--- src/rtl/tts_pkg.sv ---
`default_nettype none
package tts_pkg;

  localparam int unsigned DefMaxRows  = 64;
  localparam int unsigned DefFracBits = 16;
  localparam int unsigned DataW       = 32;
  localparam int unsigned RowIdxW     = 6;

  typedef struct packed {
    logic              last_row;
    logic signed [31:0] rhs;
    logic signed [31:0] super_diag;
    logic signed [31:0] main_diag;
    logic signed [31:0] sub_diag;
  } row_t;

  typedef enum logic [3:0] {
    ST_IDLE, ST_GDIV, ST_GMUL, ST_GSCL, ST_GSUB, ST_CHECK, ST_XMUL, ST_XSCL,
    ST_XSUB, ST_XDIV, ST_BRD, ST_BMUL, ST_BSCL, ST_BSUB, ST_BEMIT
  } core_state_e;

  localparam logic signed [31:0] QMax = 32'sh7fff_ffff;
  localparam logic signed [31:0] QMin = 32'sh8000_0000;

  function automatic logic signed [31:0] sat64(input logic signed [63:0] v);
    logic signed [31:0] r;
    if (v > 64'sh0000_0000_7fff_ffff) r = QMax;
    else if (v < -64'sh0000_0000_8000_0000) r = QMin;
    else r = v[31:0];
    return r;
  endfunction

  function automatic logic signed [31:0] sat33(input logic signed [32:0] v);
    logic signed [31:0] r;
    if (v[32] != v[31]) r = v[32] ? QMin : QMax;
    else r = v[31:0];
    return r;
  endfunction

endpackage
`default_nettype wire

--- src/rtl/tts_front.sv ---
`default_nettype none
module tts_front
  import tts_pkg::*;
(
  input  wire logic clk_i,
  input  wire logic rst_ni,
  input  wire logic in_valid_i,
  output      logic in_ready_o,
  input  wire row_t in_row_i,
  output      logic out_valid_o,
  input  wire logic out_pop_i,
  output      row_t out_row_o
);
  // Two-entry queue of rows between the stream port and the solver core.
  row_t       slot_q [2];
  logic       wr_q, rd_q;
  logic [1:0] cnt_q;
  logic       push, pop;

  assign in_ready_o  = (cnt_q != 2'd2);
  assign out_valid_o = (cnt_q != 2'd0);
  assign out_row_o   = slot_q[rd_q];
  assign push        = in_valid_i && in_ready_o;
  assign pop         = out_pop_i && out_valid_o;

  always_ff @(posedge clk_i) begin
    if (push) slot_q[wr_q] <= in_row_i;
  end

  always_ff @(posedge clk_i or negedge rst_ni) begin
    if (!rst_ni) begin
      wr_q  <= 1'b0;
      rd_q  <= 1'b0;
      cnt_q <= 2'd0;
    end else begin
      if (push) wr_q <= ~wr_q;
      if (pop)  rd_q <= ~rd_q;
      cnt_q <= cnt_q + {1'b0, push} - {1'b0, pop};
    end
  end
endmodule
`default_nettype wire

--- config.mk ---
export PLATFORM = sky130hd
export DESIGN_NAME = tts_front
export DESIGN_NICKNAME = d
export VERILOG_FILES = /design/src/rtl/tts_pkg.sv /design/src/rtl/tts_front.sv
export SDC_FILE = /design/constraint.sdc
export NUM_CORES = 1
export LEC_CHECK = 0
export BUFFER_PORTS_ARGS = -buffer_cell sky130_fd_sc_hd__buf_4
export CAP_MARGIN = 0
export CORE_ASPECT_RATIO = 1.25
export CORE_UTILIZATION = 52
export DETAILED_ROUTE_END_ITERATION = 6
export PLACE_DENSITY = 0.87
export SLEW_MARGIN = 0
export SYNTH_ARGS = -nofsm -noshare
export SYNTH_HDL_FRONTEND = slang
export SYNTH_SLANG_ARGS = --single-unit
--- constraint.sdc ---
create_clock -name clk_i -period 7.8 [get_ports clk_i]
set_input_delay 1.56 -clock clk_i [delete_from_list [all_inputs] [get_ports clk_i]]
set_output_delay 1.56 -clock clk_i [all_outputs]
set_load 0.03 [all_outputs]
==> results_dict.tcl, run 1 <==
set metrics [dict create \
    path_buf_inv 2 \
    hold_viol 0 \
    max_freq_mhz 219.8 \
    postSynthRegisterBits 262 \
    crit_path_max_incr_delay_ps 910 \
    start_util 0.5287 \
    busiest_layer "met2" \
    gr-total-overflow 0 \
    synth.avg_cell_area_um2 22.80 \
    finClkSkew_ps 12.66 \
    wl_um 18320 \
    nets 832 \
    rows 55 \
    required_ps 6240 \
    cpMostUsedCell "buf_4" \
    yosysTopAreaCell "edfxtp_1" \
    antenna_found_initial 1 \
    fp.dieH_um 153.4 \
    portBuffers 263 \
    vias_per_cell 5.102 \
    slowest_stage "dfrtp_4" \
    grt_util_met3 0.05485 \
    synthesis.area_um2 9532 \
    cts.sinks 262 \
    critPathMaxFanout 70 \
    cts_made_buffers 24 \
    clkLatencyLatePin_ps 510 \
    final_util 0.6958 \
    grt_usage 0.1907 \
    finalSetupViolCount 0 \
    clk_pin_slew_ps 60 \
    yosysWarnings 0 \
    tns_ps 0 \
    outcome "completed" \
    maxCapViolCount 0 \
    postCtsSetupBuffers 0 \
    cts_tree "yes" \
    vias 4816 \
    synthTopCellsByArea "edfxtp_1, mux2_2, buf_6" \
    die_w_um 123.1 \
    pwr_density_cell_nw_per_um2 413.3 \
    cts_resized 0 \
    grt.met2_usage 0.3462 \
    die-area_um2 18880 \
    synthDistinctLibCells 16 \
    cts_buffer_depth 3 \
    grt_use_met1 0.2077 \
    relSlewSlack 0.2623 \
    htreeDepth 1 \
    internal_power_mw 3.440 \
    worst_pin_slew_ps 1107 \
    gp_congestion 0.7097 \
    drive_gt1_frac 0.6070 \
    pin_count 264 \
    leakagePower_nw 4.684 \
    cts_hold_buf 0 \
    first_pass_iters 4 \
    synth_top_area_frac 0.8128 \
    p_clk_frac 0.236 \
    fin_ws_ps 3250 \
    period_share 0.5833 \
    core-area_um2 18030 \
    seqPwrFrac 0.398 \
    p_comb_frac 0.366 \
    ir_drop_mv 0.2962 \
    crit_chain "buf_4 > mux2_2 > buf_4" \
    crit_type "flip-flop to output port" \
    drt_iter0_drc 255 \
    crit_family "buffers and inverters" \
    grt_pass1_wl_um 26920 \
    rsz0062_at_grt "false" \
    drc 0 \
    maxSlewViolCount 0 \
    ys_seq_area_frac 0.8233 \
    crit_arrival_ps 2990 \
    ant_nets 0 \
    netlist_instances 418 \
    min_period_ps 4550 \
    cts_root_buf "clkbuf_16" \
    syn_to_final_growth_pct 31.61 \
    p_sw_mw 1.744 \
    end_kind "output port" \
    sw_frac_of_total 0.3365 \
    crit_path_start_kind "flip-flop" \
    synth.net_count 553 \
    pre_cts_slack_ps 3772 \
    first_global_vias 5224 \
    hpwl_um 12220 \
    hold_class "flip-flop to flip-flop" \
    wl_per_cell_um 19.40 \
    grt_start_max_net_pins 78 \
    p_total_mw 5.184 \
]
-- worst register-to-register path: stages, from the launching register on --
cell,delay (ps)
dfrtp_1,400
nand2b_1,140
and3_4,920
buf_4,730
-- metal layers --
metal  part of all wire  up-vias
met5                  0        -
met4              0.026        0
met3              0.080       34
met2               0.54      196
met1               0.35     2362
li1                   -     2224
-- layout by cell type (no fill, tap or decap), drive strengths merged --
cell      synthesis  routed
and3              1       1
clkinv            0       9
inv               1       1
buf              14     267
or2               1       1
clkinvlp          0       1
diode             0       1
xor2              1       1
mux2            129     129
ha                2       2
dfrtp             4       4
bufinv            0       5
nor2              1       1
nand2             1       1
edfxtp          258     258
xnor2             3       3
and2              1       1
clkbuf            0      29
nand2b            1       1
-- metrics by stage --
step / instances / instance area, um^2 / hold slack [ps]
floorplan: 418 / 9532 / 460.8
global placement: 899 / 11700 / 493.7
detailed placement: 899 / 11700 / 523.5
CTS: 943 / 12540 / 538.8
global route: 943 / 12540 / 547.5
finish: 944 / 12540 / 533.6
-- synth_stat cells, drive strengths merged --
cell type  instances
dfrtp              4
ha                 2
inv                1
and2               1
nand2b             1
nand2              1
xor2               1
xnor2              3
and3               1
mux2             129
nor2               1
or2                1
edfxtp           258
buf               14
-- sequential cells by signal (all words and copies together) (netlist names) --
| name | flops |
|---|---|
| slot_q | 258 |
| cnt_q | 2 |
| rd_q | 1 |
| wr_q | 1 |
-- power groups by stage --
stage          Combinational [mW]  Clock [mW]  Sequential, mW
4_1_cts                      1.93        1.25            2.07
3_5_place_dp                 1.92           0            2.10
6_report                     1.90        1.22            2.06
3_3_place_gp                 1.88           0            2.07
5_1_grt                      1.99        1.30            2.09
2_1_floorplan                1.34           0            2.06
-- layout make-up --
| cell class | instances | area (um^2) |
|---|---|---|
| diodes | 1 | 2.502 |
| clock buffers | 29 | 640.6 |
| clock inverters | 15 | 198.9 |
| fillers | 1157 | 5485 |
| inverters | 1 | 3.754 |
| multi-input cells | 141 | 1558 |
| flip-flops and latches | 262 | 7851 |
| well taps | 228 | 285.3 |
| repair buffers | 267 | 2004 |
-- final timing paths --
path	start	end	slack [ps]	cells after the start
min reg2reg	cnt_q[0]	cnt_q[0]	530	1
max in group asynchronous	rst_ni	rd_q	6850	1
min	cnt_q[0]	cnt_q[0]	530	1
max	rd_q	out_row_o[125]	3250	3
min in group asynchronous	rst_ni	rd_q	840	1
max reg2reg	cnt_q[1]	slot_q[1][25]	5230	3
-- cell families (layout without fill, tap and decap cells) --
group / Yosys count / after routing / share of synthesized area
fa+ha+maj: 2 / 2 / 0.002625
buf+inv: 15 / 312 / 0.01457
other cells: 0 / 1 / 0
mux: 129 / 129 / 0.1524
xor+xnor: 4 / 4 / 0.003676
flops: 262 / 262 / 0.8233
simple gates: 6 / 6 / 0.003414
Power figures use the tool's default switching activity.
==> inputs of run 2 (changes only) <==
clock period = 4.3 ns   (was 7.8 ns; I/O delays follow)
==> run 2 against run 1 <==
Net effect:
- sequential cell count stayed put
- final cell count is 0.21% higher
- critical path depth stayed put
- worst hold slack worse by 390 ps
- routed wire length is 1.3% lower
- critical path type unchanged
- critical endpoint is now out_row_o[30]
==> results_dict.tcl, run 2 (synthesized netlist as in run 1, its figures left out) <==
set metrics [dict create \
    top_register "slot_q" \
    cts.sinks 262 \
    relSlewSlack 0.3694 \
    critPathMaxFanout 45 \
    wl_um 18070 \
    worst_pin_slew_ps 945.8 \
    cts_made_buffers 26 \
    clk_pin_slew_ps 60 \
    cts_tree "yes" \
    largest_reg_flops 258 \
    vias 4902 \
    fp.dieH_um 153.4 \
    drt_iter0_drc 270 \
    gr-total-overflow 0 \
    min_period_ps 3215 \
    maxCapViolCount 0 \
    grt_start_max_net_pins 130 \
    layout_common_cells "buf_4, edfxtp_1, mux2_2" \
    ant_nets 0 \
    syn_to_final_growth_pct 31.74 \
    layout_commonest_cell "buf_4" \
    crit_path_start_kind "flip-flop" \
    cts_root_buf "clkbuf_16" \
    die_w_um 123.1 \
    nets 835 \
    hpwl_um 12010 \
    place_area_um2 11740 \
    stdcell_area_um2 12560 \
    vias_per_cell 5.182 \
    ir_drop_mv 0.5428 \
    outcome "completed" \
    seqPwrFrac 0.398 \
    drc 0 \
    hold_viol 0 \
    tns_ps 0 \
    hold_class "input pin to async pin" \
    start_util 0.5287 \
    required_ps 3440 \
    cts_hold_buf 0 \
    clkLatencyLatePin_ps 520 \
    die-area_um2 18880 \
    grt_usage 0.1879 \
    maxSlewViolCount 0 \
    core-area_um2 18030 \
    p_clk_frac 0.231 \
    pin_count 264 \
    regArea_um2 7851 \
    crit_arrival_ps 2350 \
    final_util 0.6965 \
    pwr_density_cell_nw_per_um2 744.6 \
    leakagePower_nw 4.696 \
    gp_congestion 0.7406 \
    finalSetupViolCount 0 \
    internal_power_mw 6.163 \
    rows 55 \
    antenna_found_initial 0 \
    nFillCells 1134 \
    htreeDepth 1 \
    drive_gt1_frac 0.6100 \
    cts_resized 0 \
    cts_buffer_depth 3 \
    rsz0062_at_grt "false" \
    antenna_cells 0 \
    postCtsSetupBuffers 0 \
    wl_per_cell_um 19.11 \
    multi_input_area_um2 1558 \
    portBuffers 263 \
    grt_pass1_wl_um 26900 \
    sw_frac_of_total 0.3409 \
    first_pass_iters 4 \
    period_share 0.7476 \
    end_kind "output port" \
    p_sw_mw 3.187 \
    first_global_vias 5295 \
    finClkSkew_ps 18.32 \
    crit_type "flip-flop to output port" \
    top_regs "slot_q (258), cnt_q (2)" \
    hold_ws_ps 139.9 \
    p_comb_frac 0.372 \
    max_freq_mhz 311.1 \
]
## run 2: changes by cell type in the layout (fill, tap and decap cells not counted)
cell / before / now
clkbuf_1: 4 / 3
diode_2: 1 / 0
inv_6: 0 / 1
clkinv_2: 2 / 5
buf_12: 0 / 2
buf_4: 267 / 266
clkbuf_16: 25 / 27
clkinv_4: 1 / 0
inv_8: 0 / 1
bufinv_16: 5 / 2
## run 2: critical path, stage by stage (launching register included)
cell and delay (ps):
dfrtp_4 820, buf_4 440, mux2_2 390, buf_4 170
## run 2: metrics by stage
step / worst slack, ps / power [mW] / std cells
final: 1085 / 9.350 / 946
after global routing: 971.5 / 9.715 / 946
after CTS: 1046 / 9.445 / 946
after detailed placement: 1593 / 7.273 / 900
after global placement: 1676 / 7.156 / 900
after floorplan: 972.0 / 6.097 / 418
## run 2: final timing paths
path | slack, ps | cells after the start | start | end
worst max-delay path | 1090 | 3 | rd_q | out_row_o[30]
worst min-delay path | 140 | 1 | rst_ni | cnt_q[0]
worst max register to register | 2410 | 3 | cnt_q[0] | slot_q[1][35]
worst min register to register | 550 | 1 | cnt_q[0] | cnt_q[0]
max in group asynchronous | 4030 | 1 | rst_ni | rd_q
min in group clk_i | 530 | 1 | in_row_i[106] | slot_q[0][106]
## run 2: per-layer routing
layer,vias to the layer above,part of all wire,track usage
li1,2221,-,-
met1,2388,0.36,0.2145
met2,234,0.52,0.3272
met3,59,0.079,0.04851
met4,0,0.042,0.08548
met5,-,0,0
## run 2: final cells by class
| cell class | instances | area share |
|---|---|---|
| Clock buffer | 30 | 0.05470 |
| Clock inverter | 16 | 0.01076 |
| Inverter | 1 | 0.0002989 |
| Multi-Input combinational cell | 141 | 0.1241 |
| Sequential cell | 262 | 0.6253 |
| Tap cell | 228 | 0.02272 |
| Timing Repair Buffer | 268 | 0.1622 |
## run 2: power by group through the flow
stage / Clock, mW / Sequential [mW] / Combinational [mW]
2_1_floorplan: 0 / 3.65 / 2.44
3_3_place_gp: 0 / 3.73 / 3.43
6_report: 2.16 / 3.72 / 3.47
5_1_grt: 2.30 / 3.77 / 3.65
3_5_place_dp: 0 / 3.78 / 3.50
4_1_cts: 2.20 / 3.73 / 3.51
